===== config.mk =====
export PLATFORM = sky130hd
export DESIGN_NAME = tournament_homomorphism_search
export DESIGN_NICKNAME = d
export VERILOG_FILES = /design/src/ths_pkg.sv /design/src/ths_ram.sv /design/src/tournament_homomorphism_search.sv
export SDC_FILE = /design/constraint.sdc
export NUM_CORES = 2
export LEC_CHECK = 0
export ABC_CLOCK_PERIOD_IN_PS = 12900
export BUFFER_PORTS_ARGS = -buffer_cell sky130_fd_sc_hd__buf_2
export CORE_MARGIN = 1
export CORE_UTILIZATION = 45
export CTS_BUF_LIST = sky130_fd_sc_hd__clkbuf_2
export DETAILED_ROUTE_END_ITERATION = 8
export HOLD_SLACK_MARGIN = 0.08
export PLACE_DENSITY_LB_ADDON = 0.15
export SETUP_SLACK_MARGIN = 0.4
export SYNTH_ARGS = -nofsm -noshare
export SYNTH_HDL_FRONTEND = slang
export SYNTH_SLANG_ARGS = --single-unit

===== constraint.sdc =====
create_clock -name clk_i -period 12.9 [get_ports clk_i]
set_input_delay 3.87 -clock clk_i [delete_from_list [all_inputs] [get_ports clk_i]]
set_output_delay 3.87 -clock clk_i [all_outputs]
set_load 0.02 [all_outputs]

===== src/ths_pkg.sv =====
// Shared types, codes and tournament lookup for the tournament homomorphism search.
package ths_pkg;

  localparam int COLORS = 4;

  localparam logic CFG_VERTEX_COUNT = 1'b0;
  localparam logic CFG_TOURNAMENT   = 1'b1;

  localparam logic [1:0] ARC_NONE = 2'b00;
  localparam logic [1:0] ARC_POS  = 2'b01;
  localparam logic [1:0] ARC_NEG  = 2'b11;

  localparam logic [2:0] PAIR_IDX [4][4] = '{
    '{3'd0, 3'd0, 3'd1, 3'd2},
    '{3'd0, 3'd0, 3'd3, 3'd4},
    '{3'd1, 3'd3, 3'd0, 3'd5},
    '{3'd2, 3'd4, 3'd5, 3'd0}
  };

  typedef enum logic [3:0] {
    ST_CLEAR,
    ST_IDLE,
    ST_TRY,
    ST_SCAN,
    ST_ASSIGN,
    ST_HUNT,
    ST_JUMP,
    ST_OUT_RD,
    ST_OUT_LD,
    ST_NOTF
  } state_e;

  function automatic logic [1:0] tour_arc(logic [1:0] a, logic [1:0] b, logic [5:0] bits);
    logic [1:0] lo;
    logic [1:0] hi;
    logic [2:0] idx;
    logic       flip;
    lo   = (a < b) ? a : b;
    hi   = (a < b) ? b : a;
    idx  = PAIR_IDX[lo][hi];
    flip = bits[idx] ^ (a > b);
    if (a == b) begin
      return ARC_NONE;
    end
    return flip ? ARC_NEG : ARC_POS;
  endfunction

endpackage


===== src/ths_ram.sv =====
// Generic single-write, single-read RAM with registered read data.
module ths_ram #(
  parameter int WIDTH = 2,
  parameter int DEPTH = 16
) (
  input  logic                                   clk_i,
  input  logic                                   we_i,
  input  logic [(DEPTH > 1 ? $clog2(DEPTH) : 1)-1:0] waddr_i,
  input  logic [WIDTH-1:0]                       wdata_i,
  input  logic                                   re_i,
  input  logic [(DEPTH > 1 ? $clog2(DEPTH) : 1)-1:0] raddr_i,
  output logic [WIDTH-1:0]                       rdata_o
);

  logic [WIDTH-1:0] mem_q [DEPTH];
  logic [WIDTH-1:0] rdata_q;

  always_ff @(posedge clk_i) begin
    if (we_i) begin
      mem_q[waddr_i] <= wdata_i;
    end
    if (re_i) begin
      rdata_q <= mem_q[raddr_i];
    end
  end

  assign rdata_o = rdata_q;

endmodule


===== src/tournament_homomorphism_search.sv =====
// Top level: arc store loader, backtracking search sequencer and result output.
// Load: one arc word per cycle while idle; a word marked last starts the search.
// Search: a try at depth q reads the arc store once per earlier vertex, an assignment writes
// the color store, and a backjump steps back to the deepest conflicting depth; total is data dependent.
// Output: each result word reads the color store, then is loaded once the consumer is ready.
// Reset clears control state, then a clearing pass zeroes all MAX_VERTICES*MAX_VERTICES
// (256 at default) arc-store entries before the first word is accepted.
module tournament_homomorphism_search #(
  parameter int MAX_VERTICES = 16
) (
  input  logic              clk_i,
  input  logic              rst_ni,
  input  logic              in_valid_i,
  output logic              in_ready_o,
  input  logic [3:0]        row_i,
  input  logic [3:0]        col_i,
  input  logic signed [1:0] arc_i,
  input  logic              last_i,
  output logic              out_valid_o,
  input  logic              out_ready_i,
  output logic              found_o,
  output logic [3:0]        vertex_o,
  output logic [1:0]        color_o,
  output logic              last_out_o,
  input  logic              cfg_valid_i,
  output logic              cfg_ready_o,
  input  logic              cfg_index_i,
  input  logic [5:0]        cfg_data_i
);
  import ths_pkg::*;

  localparam int LIM   = (MAX_VERTICES < 16) ? MAX_VERTICES : 16;
  localparam int QW    = (LIM > 1) ? $clog2(LIM) : 1;
  localparam int NW    = $clog2(LIM + 1);
  localparam int DEPTH = MAX_VERTICES * MAX_VERTICES;
  localparam int AW    = (DEPTH > 1) ? $clog2(DEPTH) : 1;

  state_e state_q, state_d;

  logic [4:0]     vcount_q, vcount_d;
  logic [5:0]     tbits_q, tbits_d;
  logic [NW-1:0]  n_q, n_d;
  logic [QW-1:0]  q_q, q_d;
  logic [QW-1:0]  p_q, p_d;
  logic [QW-1:0]  chk_p_q, chk_p_d;
  logic           chk_v_q, chk_v_d;
  logic [LIM-1:0] mask_q, mask_d;
  logic [AW-1:0]  clr_q, clr_d;
  logic [2:0]     tries_q [LIM];
  logic [2:0]     tries_d [LIM];
  logic [LIM-1:0] conf_q [LIM];
  logic [LIM-1:0] conf_d [LIM];

  logic           out_valid_q, out_valid_d;
  logic           found_q, found_d;
  logic [3:0]     vertex_q, vertex_d;
  logic [1:0]     color_q, color_d;
  logic           last_q, last_d;

  logic           arc_we, arc_re;
  logic [AW-1:0]  arc_waddr, arc_raddr;
  logic [1:0]     arc_wdata, arc_rdata;
  logic           col_we, col_re;
  logic [QW-1:0]  col_raddr;
  logic [1:0]     col_rdata;

  logic           in_range;
  logic           out_free;
  logic           conflict;
  logic [NW-1:0]  last_idx;

  ths_ram #(.WIDTH(2), .DEPTH(DEPTH)) u_arc_ram (
    .clk_i   (clk_i),
    .we_i    (arc_we),
    .waddr_i (arc_waddr),
    .wdata_i (arc_wdata),
    .re_i    (arc_re),
    .raddr_i (arc_raddr),
    .rdata_o (arc_rdata)
  );

  ths_ram #(.WIDTH(2), .DEPTH(LIM)) u_color_ram (
    .clk_i   (clk_i),
    .we_i    (col_we),
    .waddr_i (q_q),
    .wdata_i (tries_q[q_q][1:0]),
    .re_i    (col_re),
    .raddr_i (col_raddr),
    .rdata_o (col_rdata)
  );

  assign in_range = (32'(row_i) < MAX_VERTICES) && (32'(col_i) < MAX_VERTICES);
  assign out_free = !out_valid_q || out_ready_i;
  assign last_idx = NW'(n_q - NW'(1));
  assign conflict = (arc_rdata != ARC_NONE) &&
                    (tour_arc(col_rdata, tries_q[q_q][1:0], tbits_q) != arc_rdata);

  assign in_ready_o  = (state_q == ST_IDLE);
  assign cfg_ready_o = 1'b1;
  assign out_valid_o = out_valid_q;
  assign found_o     = found_q;
  assign vertex_o    = vertex_q;
  assign color_o     = color_q;
  assign last_out_o  = last_q;

  always_ff @(posedge clk_i or negedge rst_ni) begin
    if (!rst_ni) begin
      state_q     <= ST_CLEAR;
      vcount_q    <= 5'd16;
      tbits_q     <= 6'd17;
      clr_q       <= '0;
      chk_v_q     <= 1'b0;
      out_valid_q <= 1'b0;
    end else begin
      state_q     <= state_d;
      vcount_q    <= vcount_d;
      tbits_q     <= tbits_d;
      clr_q       <= clr_d;
      chk_v_q     <= chk_v_d;
      out_valid_q <= out_valid_d;
    end
  end

  always_ff @(posedge clk_i) begin
    n_q      <= n_d;
    q_q      <= q_d;
    p_q      <= p_d;
    chk_p_q  <= chk_p_d;
    mask_q   <= mask_d;
    tries_q  <= tries_d;
    conf_q   <= conf_d;
    found_q  <= found_d;
    vertex_q <= vertex_d;
    color_q  <= color_d;
    last_q   <= last_d;
  end

  always_comb begin
    state_d     = state_q;
    vcount_d    = vcount_q;
    tbits_d     = tbits_q;
    n_d         = n_q;
    q_d         = q_q;
    p_d         = p_q;
    chk_p_d     = chk_p_q;
    chk_v_d     = 1'b0;
    mask_d      = mask_q;
    clr_d       = clr_q;
    tries_d     = tries_q;
    conf_d      = conf_q;
    out_valid_d = out_ready_i ? 1'b0 : out_valid_q;
    found_d     = found_q;
    vertex_d    = vertex_q;
    color_d     = color_q;
    last_d      = last_q;
    arc_we      = 1'b0;
    arc_waddr   = AW'(int'(row_i) * MAX_VERTICES + int'(col_i));
    arc_wdata   = arc_i;
    arc_re      = 1'b0;
    arc_raddr   = AW'(int'(p_q) * MAX_VERTICES + int'(q_q));
    col_we      = 1'b0;
    col_re      = 1'b0;
    col_raddr   = p_q;

    if (cfg_valid_i) begin
      unique case (cfg_index_i)
        CFG_VERTEX_COUNT: vcount_d = cfg_data_i[4:0];
        CFG_TOURNAMENT:   tbits_d  = cfg_data_i;
        default:          vcount_d = vcount_q;
      endcase
    end

    unique case (state_q)
      ST_CLEAR: begin
        arc_we    = 1'b1;
        arc_waddr = clr_q;
        arc_wdata = ARC_NONE;
        clr_d     = AW'(clr_q + AW'(1));
        if (clr_q == AW'(DEPTH - 1)) begin
          state_d = ST_IDLE;
        end
      end
      ST_IDLE: begin
        if (in_valid_i) begin
          arc_we = in_range;
          if (last_i) begin
            if (vcount_q == 5'd0) begin
              n_d = NW'(1);
            end else if (vcount_q > 5'(LIM)) begin
              n_d = NW'(LIM);
            end else begin
              n_d = NW'(vcount_q);
            end
            q_d        = '0;
            tries_d[0] = '0;
            conf_d[0]  = '0;
            state_d    = ST_TRY;
          end
        end
      end
      ST_TRY: begin
        if (!tries_q[q_q][2]) begin
          p_d = '0;
          state_d = (q_q == '0) ? ST_ASSIGN : ST_SCAN;
        end else if (conf_q[q_q] == '0) begin
          state_d = ST_NOTF;
        end else begin
          mask_d  = conf_q[q_q];
          state_d = ST_HUNT;
        end
      end
      ST_SCAN: begin
        if (p_q < q_q) begin
          arc_re  = 1'b1;
          col_re  = 1'b1;
          chk_v_d = 1'b1;
          chk_p_d = p_q;
          p_d     = QW'(p_q + QW'(1));
        end
        if (chk_v_q) begin
          if (conflict) begin
            conf_d[q_q][chk_p_q] = 1'b1;
            tries_d[q_q]         = 3'(tries_q[q_q] + 3'd1);
            chk_v_d              = 1'b0;
            state_d              = ST_TRY;
          end else if (chk_p_q == QW'(q_q - QW'(1))) begin
            chk_v_d = 1'b0;
            state_d = ST_ASSIGN;
          end
        end
      end
      ST_ASSIGN: begin
        col_we = 1'b1;
        if (NW'(q_q) == last_idx) begin
          p_d     = '0;
          state_d = ST_OUT_RD;
        end else begin
          q_d                                = QW'(q_q + QW'(1));
          tries_d[QW'(q_q + QW'(1))]         = '0;
          conf_d[QW'(q_q + QW'(1))]          = '0;
          state_d                            = ST_TRY;
        end
      end
      ST_HUNT: begin
        q_d = QW'(q_q - QW'(1));
        if (mask_q[QW'(q_q - QW'(1))]) begin
          state_d = ST_JUMP;
        end
      end
      ST_JUMP: begin
        conf_d[q_q]  = conf_q[q_q] | (mask_q & ~(LIM'(1) << q_q));
        tries_d[q_q] = 3'(tries_q[q_q] + 3'd1);
        state_d      = ST_TRY;
      end
      ST_OUT_RD: begin
        col_re  = 1'b1;
        state_d = ST_OUT_LD;
      end
      ST_OUT_LD: begin
        if (out_free) begin
          out_valid_d = 1'b1;
          found_d     = 1'b1;
          vertex_d    = 4'(p_q);
          color_d     = col_rdata;
          last_d      = (NW'(p_q) == last_idx);
          if (NW'(p_q) == last_idx) begin
            state_d = ST_IDLE;
          end else begin
            p_d     = QW'(p_q + QW'(1));
            state_d = ST_OUT_RD;
          end
        end
      end
      ST_NOTF: begin
        if (out_free) begin
          out_valid_d = 1'b1;
          found_d     = 1'b0;
          vertex_d    = '0;
          color_d     = '0;
          last_d      = 1'b1;
          state_d     = ST_IDLE;
        end
      end
      default: state_d = ST_IDLE;
    endcase
  end

  assert property (@(posedge clk_i) disable iff (!rst_ni)
    (state_q == ST_SCAN) |-> (p_q <= q_q))
    else $error("scan index ran past current depth");

  assert property (@(posedge clk_i) disable iff (!rst_ni)
    (state_q == ST_HUNT) |-> (mask_q != '0))
    else $error("backjump with empty conflict set");

  assert property (@(posedge clk_i) disable iff (!rst_ni)
    (state_q == ST_ASSIGN) |-> (NW'(q_q) < n_q))
    else $error("assignment beyond vertex count");

  assert property (@(posedge clk_i) disable iff (!rst_ni)
    (out_valid_o && !found_o) |-> last_out_o)
    else $error("not-found word without last mark");

endmodule


Yosys cells after proc, flatten, opt, wreduce, memory -nomap -nowiden
Memories as Yosys holds them, arrays and structs flattened. A register that Yosys moved wholly into a read port is not among the register bits.
Index checks and enable logic that the tools add are counted.
Cells by class
  add/subtract/negate cells: 8
  $lt $le $gt $ge: 14
  equality and inequality tests: 29
  shift operators: 1
  multiplexer cells: 106
  bitwise gates (word level): 15
  reductions and logical operators: 29
Operators with widths (count)
  $mux W256: 3
  $pmux W240 S3: 1
  $and A256 B256 Y256: 1
  $bwmux W256: 1
  $not A256 Y256: 1
  $or A256 B256 Y256: 1
  $demux W16 S4: 3
  $mux W48: 3
  $pmux W45 S3: 1
  $mux W16: 7
  $mux W4: 21
  $bmux W16 S4: 1
  $pmux W16 S4: 1
  $and A48 B48 Y48: 1
  $bwmux W48: 1
  $not A48 Y48: 1
  $pmux W4 S10: 1
  $mux W3: 11
  $bmux W12 S2: 1
  $demux W3 S4: 2
  $mux W12: 2
  $ne A2 B2 Y1 const B: 12
  $mux W1: 22
  $add A8 B4 Y8: 2
  63 further kinds: 101
Word-level totals
  bits in registers: 370
  memory bits (writable): 544
  memories kept: 2
Memories
  u_arc_ram.mem_q: words 256, width 2, rd ports 1, clocked after Yosys merged registers in 1, wr ports 1, RTL line ths_ram.sv:15  | logic [WIDTH-1:0] mem_q [DEPTH];
  u_color_ram.mem_q: words 16, width 2, rd ports 1, clocked after Yosys merged registers in 1, wr ports 1, RTL line ths_ram.sv:15

Longest topological paths before layout
  word-level depth: 23
  depth in mapped cells: 26

Hierarchy
A second synthesis with hierarchy kept.
Unflattened totals
  cell total of the unflattened synthesis: 2911
  area total of the unflattened synthesis: 42743.5 µm²
By module, submodules not included
  ths_ram (u_arc_ram): instances 1, cells an instance 1242, area an instance 21401.8 µm², sequential area each 15434.8 µm²
  tournament_homomorphism_search: instances 1, cells an instance 1591, area an instance 19941.6 µm², sequential area each 10989.3 µm²
  ths_ram (u_color_ram): instances 1, cells an instance 78, area an instance 1400.1 µm², sequential area each 1021.0 µm²

Worst setup path before layout
OpenSTA, ideal clock, no wires.
  path type: register to register
  start point: reg q_q[0]
  end point: reg conf_q[0] (netlist bit) (enable)
  setup time: 0.871 ns
  arrival time: 12.973 ns
  data required time: 12.029 ns
  slack: -0.943 ns
  cell stages (with the launch flop): 25
  buffers on the path: 7
  period minus slack after synthesis: 13.843 ns
  path through: edfxtp_1 -> buf_2 -> buf_2 -> buf_2 -> buf_2 -> buf_2 -> mux4_2 -> mux4_2 -> inv_1 -> ha_1 -> nor2_1 -> or2_2 -> buf_2 -> o21ai_0 -> ha_1 -> nor2_1 -> mux2_4 -> nor2_2 -> mux2i_4 -> xnor2_1 -> a221oi_2 -> o211a_4 -> nand3_4 -> buf_6 -> o21ai_1
Between the ends
  cells in the longest elaborated chain, start to end: 22
  elaborated cells on any way between the ends: 29
  classes of those cells: order compare (2); eq/ne (5); mux (16); bitwise (4); reduce/logical (2)
RTL lines
  start: declaration: RTL line tournament_homomorphism_search.sv:43  | logic [QW-1:0] q_q, q_d;
  start signal: assignment: RTL line tournament_homomorphism_search.sv:126  | q_q <= q_d;
  $not A4 Y5 *
  $bmux W3 S4 *
  $mux W3 * (2 in series)
  named net u_color_ram.wdata_i[1]: RTL line ths_ram.sv:9  | input logic [WIDTH-1:0] wdata_i,
  $lt A2 B2 Y1: RTL line ths_pkg.sv:38, ths_pkg.sv:39
  $mux W2: RTL line ths_pkg.sv:38  | lo = (a < b) ? a : b;
  $not A2 Y3 (implied by the code): RTL line ths_pkg.sv:40  | idx = PAIR_IDX[lo][hi];
  $bmux W12 S2: RTL line ths_pkg.sv:40
  [... 6 more ...]
  $mux W1 (implied by the code): RTL line ths_pkg.sv:41  | flip = bits[idx] ^ (a > b);
  $xor A1 B1 Y1: RTL line ths_pkg.sv:41
  $mux W2: RTL line ths_pkg.sv:45  | return flip ? ARC_NEG : ARC_POS;
  $mux W2 *: RTL line ths_pkg.sv:45
  $ne A2 B2 Y1 *: RTL line tournament_homomorphism_search.sv:96  | (tour_arc(col_rdata, tries_q[q_q][1:0], tbits_q) != arc_rdata);
  $logic_and A1 B1 Y1 *: RTL line tournament_homomorphism_search.sv:95  | assign conflict = (arc_rdata != ARC_NONE) &&
  $ne A2 B2 Y1 (no line) *
  $reduce_and A4 Y1 (no line) *
  end signal: assignment: RTL line tournament_homomorphism_search.sv:131  | conf_q <= conf_d;
  end: declaration: RTL line tournament_homomorphism_search.sv:51  | logic [LIM-1:0] conf_q [LIM];
The timed path passes the listed nets; every way through them passes the cells marked *. The select of a mux whose other input is x is not followed.
A chain may end at the register's enable or synchronous reset.

Final worst setup path
  start point: reg q_q[0]
  end point: reg conf_q[15] (netlist bit) (enable)
Same word-level chain as after synthesis.

==> metrics.txt <==
# TYPE chip_impl_metric gauge
chip_impl_metric{name="post_synthesis_net_count",unit=""} 2782
chip_impl_metric{name="antenna_found_initial",unit=""} 1
chip_impl_metric{name="die_w",unit="um"} 309
chip_impl_metric{name="critical_path_buffer_and_inverter_count",unit=""} 4
chip_impl_metric{name="cp.required",unit="ns"} 14.02
chip_impl_metric{name="grtUsageTotal",unit="%"} 25.3
chip_impl_metric{name="max-clock-path-buffers",unit=""} 3
chip_impl_metric{name="drv_slew",unit=""} 0
chip_impl_info{name="ys_top_cells_by_area",value="edfxtp_1 63%, mux4_2 15%, a22o_1 3.9%"} 1
chip_impl_info{name="rr_startpoint",value="q_q[0]$_SDFFCE_PN0P_"} 1
chip_impl_metric{name="setup_tns",unit="ns"} 0
chip_impl_info{name="clk_root_buffer_cell",value="clkbuf_2"} 1
chip_impl_metric{name="post_route_cells_drive_above_1_share",unit="%"} 25.4
chip_impl_info{name="synth_top_cell_by_area",value="edfxtp_1"} 1
chip_impl_metric{name="slew_at_the_pin_with_the_worst_max_slew_slack",unit="ns"} 1.27
chip_impl_info{name="worst_hold_startpoint",value="vcount_q[1]$_DFFE_PN0P_"} 1
chip_impl_metric{name="setup_viol",unit=""} 0
chip_impl_metric{name="synth-seq-cells",unit=""} 918
chip_impl_info{name="worst_path_max_delay_cell",value="buf_4"} 1
chip_impl_info{name="synth_common_cells",value="893 x edfxtp_1, 353 x nor2_1, 278 x mux4_2, 202 x nand2_1, 190 x a22o_1"} 1
chip_impl_metric{name="grt_overflow",unit=""} 0
chip_impl_metric{name="detail_route.first_pass.iterations",unit=""} 6
chip_impl_metric{name="drt_drc_violations_left",unit=""} 0
chip_impl_metric{name="power_per_cell_area",unit="nW/um^2"} 175
chip_impl_metric{name="cts_inserted_buffers",unit=""} 231
chip_impl_metric{name="maxCapViolCount",unit=""} 0
chip_impl_metric{name="synth-edff-count",unit=""} 893
chip_impl_metric{name="cts.htree.levels",unit=""} 4
chip_impl_metric{name="die_h",unit="um"} 309
chip_impl_metric{name="portBuffers",unit=""} 32
chip_impl_metric{name="synth-async-reset-ratio",unit="%"} 2.72
chip_impl_metric{name="final_worst_setup_slack",unit="ns"} 4.61
chip_impl_metric{name="synthDominantCellAreaShare",unit="%"} 63.4
chip_impl_metric{name="mean_instance_size_in_the_synthesized_netlist",unit="um^2"} 15.5
chip_impl_metric{name="detail_route.vias_per_cell",unit=""} 6.21
chip_impl_metric{name="ff2ff_path_depth",unit=""} 22
chip_impl_metric{name="routed-via-count",unit=""} 26500
chip_impl_metric{name="grt_start_max_net_pins",unit=""} 257
chip_impl_info{name="rsz0062_at_grt",value="no"} 1
chip_impl_metric{name="insertion_delay",unit="ns"} 1.58
chip_impl_metric{name="hold_violations",unit=""} 0
chip_impl_metric{name="reg2reg_slack",unit="ns"} 4.61
chip_impl_info{name="status",value="completed"} 1
chip_impl_info{name="r2r-end",value="conf_q[15]$_DFFE_PP_"} 1
chip_impl_info{name="hold_class",value="flip-flop to flip-flop"} 1
chip_impl_metric{name="synth-warning-count",unit=""} 0
chip_impl_metric{name="synth_area",unit="um^2"} 42300
chip_impl_metric{name="cts-hold-fix-buffers",unit=""} 0
chip_impl_metric{name="finalWeightedCongestion",unit=""} 0.890
chip_impl_info{name="synth_ff_type",value="edfxtp_1"} 1
chip_impl_metric{name="rows",unit=""} 112
chip_impl_metric{name="post_layout_nonfiller_instances",unit=""} 4269
chip_impl_metric{name="io_pins",unit=""} 34
chip_impl_metric{name="yosys.cell_types.count",unit=""} 71
chip_impl_metric{name="fill_cells",unit=""} 7970
chip_impl_metric{name="fin_worst_hold_slack",unit="ns"} 0.535
chip_impl_metric{name="quantity_of_gates_resized_following_cts",unit=""} 0
chip_impl_metric{name="nets",unit=""} 2880
chip_impl_metric{name="finalInstanceArea",unit="um^2"} 45800
chip_impl_metric{name="whs_path_depth",unit=""} 1
chip_impl_info{name="crit_chain",value="buf_12 -> mux4_2 -> or2_1 -> a32oi_4 -> inv_1 -> ha_1 -> nor2_1 -> or2_2 -> nand2_1 -> o21ai_0 -> ha_1 -> nor2_1 -> mux2_4 -> nor2_2 -> mux2i_4 -> xnor2_1 -> a221oi_2 -> o211a_4 -> nand3_4 -> o21ai_4 -> buf_4 -> buf_4"} 1
chip_impl_metric{name="place_inst",unit=""} 3851
chip_impl_info{name="worst_setup_path_start_kind",value="flip-flop"} 1
chip_impl_metric{name="clk_pin_slew_worst_paths",unit="ns"} 0.11
chip_impl_metric{name="grt_pass1_vias",unit=""} 27300
chip_impl_metric{name="cts_setup_buffers",unit=""} 0
chip_impl_info{name="cts_tree",value="yes"} 1
chip_impl_metric{name="worst_ir_drop_vdd",unit="mV"} 0.104
chip_impl_metric{name="p_leak",unit="nW"} 15.1
chip_impl_metric{name="timing.critical_path.arrival",unit="ns"} 9.41
chip_impl_info{name="yosysMostFrequentCell",value="edfxtp_1"} 1
chip_impl_metric{name="min_period_over_period",unit="%"} 64.2
chip_impl_metric{name="drt-initial-drc-count",unit=""} 2744
chip_impl_metric{name="worst_slew_margin_rel",unit="%"} 15.5
chip_impl_metric{name="cts_num_sinks",unit=""} 918
chip_impl_metric{name="dp.final_hpwl",unit="um"} 69800
chip_impl_metric{name="fmax",unit="MHz"} 121
chip_impl_info{name="gate_family_responsible_for_the_most_delay_along_the_worst_path",value="buffers and inverters"} 1
chip_impl_metric{name="layout-area-overhead-vs-synth",unit="%"} 8.41
chip_impl_metric{name="register_area_share_after_synthesis",unit="%"} 64.9
chip_impl_metric{name="post_syn_instances",unit=""} 2732
chip_impl_info{name="worstSetupStartpoint",value="q_q[0]$_SDFFCE_PN0P_"} 1
chip_impl_metric{name="slowest_delay",unit="ns"} 0.90
chip_impl_metric{name="fp.dieArea",unit="um^2"} 95200
chip_impl_metric{name="min_period",unit="ns"} 8.29
chip_impl_info{name="worstHoldEndpoint",value="vcount_q[1]$_DFFE_PN0P_"} 1
chip_impl_metric{name="first_pass_grt_wire_length",unit="um"} 177000
chip_impl_metric{name="floorplan.core_area",unit="um^2"} 93200
chip_impl_info{name="critical_path.endpoint_type",value="flip-flop"} 1
chip_impl_metric{name="effective_utilization_at_floorplan",unit="%"} 45.4
chip_impl_metric{name="detail-route-antenna-nets",unit=""} 0
chip_impl_metric{name="routedWlPerCell",unit="um"} 27.8
chip_impl_metric{name="clock_skew",unit="ns"} 0.107
chip_impl_metric{name="drt_wl_total",unit="um"} 119000
chip_impl_metric{name="place_area",unit="um^2"} 43700
chip_impl_metric{name="path_max_fanout",unit=""} 106
chip_impl_info{name="worstSetupPathType",value="flip-flop to flip-flop"} 1
chip_impl_metric{name="place_ws",unit="ns"} 4.68
[how the worst max path moves through the flow]
stage                                      endpoint  slack (ns)  depth (start not counted)
floorplan           u_arc_ram.mem_q[0][0]$_DFFE_PP_        1.44                          1
global placement              conf_q[223]$_DFFE_PP_        4.86                         22
detailed placement            conf_q[207]$_DFFE_PP_        4.68                         22
CTS                             conf_q[7]$_DFFE_PP_        4.64                         22
global route                  conf_q[209]$_DFFE_PP_        4.08                         22
finish                         conf_q[15]$_DFFE_PP_        4.61                         22
[registers in the layout, indices dropped and copies added (netlist names), 2 cells and up]
signal and cells:
clr_q 8, mask_q 16, u_arc_ram.rdata_o 2, n_q 5
conf_q 256, vcount_q 5, tbits_q 6, u_arc_ram.mem_q 512
col_raddr 4, state_q 4, u_color_ram.mem_q 32, tries_q 48
color_o 2, u_color_ram.rdata_o 2, vertex_o 4, q_q 4
chk_p_q 4
[cell usage in the layout, fill, tap and decap left out, drive strengths merged, types with 3 or more instances in the layout]
cell type and n:
edfxtp 893, nor2 354, clkbuf 322, mux4 278
nand2 202, a22o 190, buf 90, clkinv 89
o21ai 88, a21oi 83, nand3 54, o22ai 31
a32o 28, ha 27, o221ai 26, inv 24
xnor2 23, dfrtp 22, and2 15, and3 15
nor2b 15, mux2 15, o21bai 14, nor3 11
nand2b 9, xor2 9, mux2i 9, nor4 7
or3 6, nand3b 6, nand4 5, o31ai 5
or2 5, a31oi 4, a21o 4, a32oi 4
diode 3, o22a 3, dfstp 3
[through the flow]
stage | util, % | total power [mW]
2_1_floorplan | - | 5.42
3_3_place_gp | 46.9 | 6.04
3_5_place_dp | 46.9 | 6.09
4_1_cts | 49.2 | 8.09
5_1_grt | 49.2 | 8.40
6_report | 49.2 | 8.03
[cell type report]
cell class,count,area [um^2],area share (%)
diodes,3,7.51,0.0164
clock buffers,322,1610,3.52
clock inverters,93,553,1.21
inverters,21,81.3,0.177
multi-input cells,1568,13900,30.4
flip-flops and latches,918,27400,59.9
well taps,1254,1570,3.42
repair buffers,90,646,1.41
[kinds of logic (layout without fill, tap and decap cells)]
kind of cell / Yosys count / in the layout / synth area share, %
xor gates and xnor gates: 32 / 32 / 0.663
other: 1 / 4 / 0.00887
adders and majority gates: 27 / 27 / 0.799
buffers and inverters: 246 / 526 / 2.30
DFF: 918 / 918 / 64.9
muxes: 302 / 302 / 15.5
AOI/OAI and AO/OA: 498 / 498 / 8.79
and+or+nand+nor: 708 / 708 / 7.06
[power breakdown]
part	internal [mW]	total, mW	switching, mW
logic	0.783	2.15	1.37
registers	3.71	3.88	0.176
clock network	0.737	1.99	1.25
total	5.23	8.03	2.80
[layer usage]
| metal | track usage (%) | part of all wire, % | wire length, um | up-vias |
|---|---|---|---|---|
| met4 | 10.5 | 3.1 | 3690 | 0 |
| met1 | 33.5 | 40 | 47800 | 13700 |
| met3 | 5.27 | 7.7 | 9090 | 239 |
| met5 | 0 | 0 | 0 | - |
| li1 | - | - | - | 11200 |
| met2 | 40.7 | 49 | 58200 | 1309 |
[worst reg2reg max path: stages, from the launching register on]
cell and delay [ns]:
edfxtp_1 0.41, buf_12 0.69, mux4_2 0.61, or2_1 0.26
a32oi_4 0.65, inv_1 0.48, ha_1 0.32, nor2_1 0.11
or2_2 0.22, nand2_1 0.07, o21ai_0 0.22, ha_1 0.28
nor2_1 0.06, mux2_4 0.28, nor2_2 0.23, mux2i_4 0.30
xnor2_1 0.10, a221oi_2 0.29, o211a_4 0.25, nand3_4 0.28
o21ai_4 0.21, buf_4 0.52, buf_4 0.94
Power figures use the tool's default switching activity.
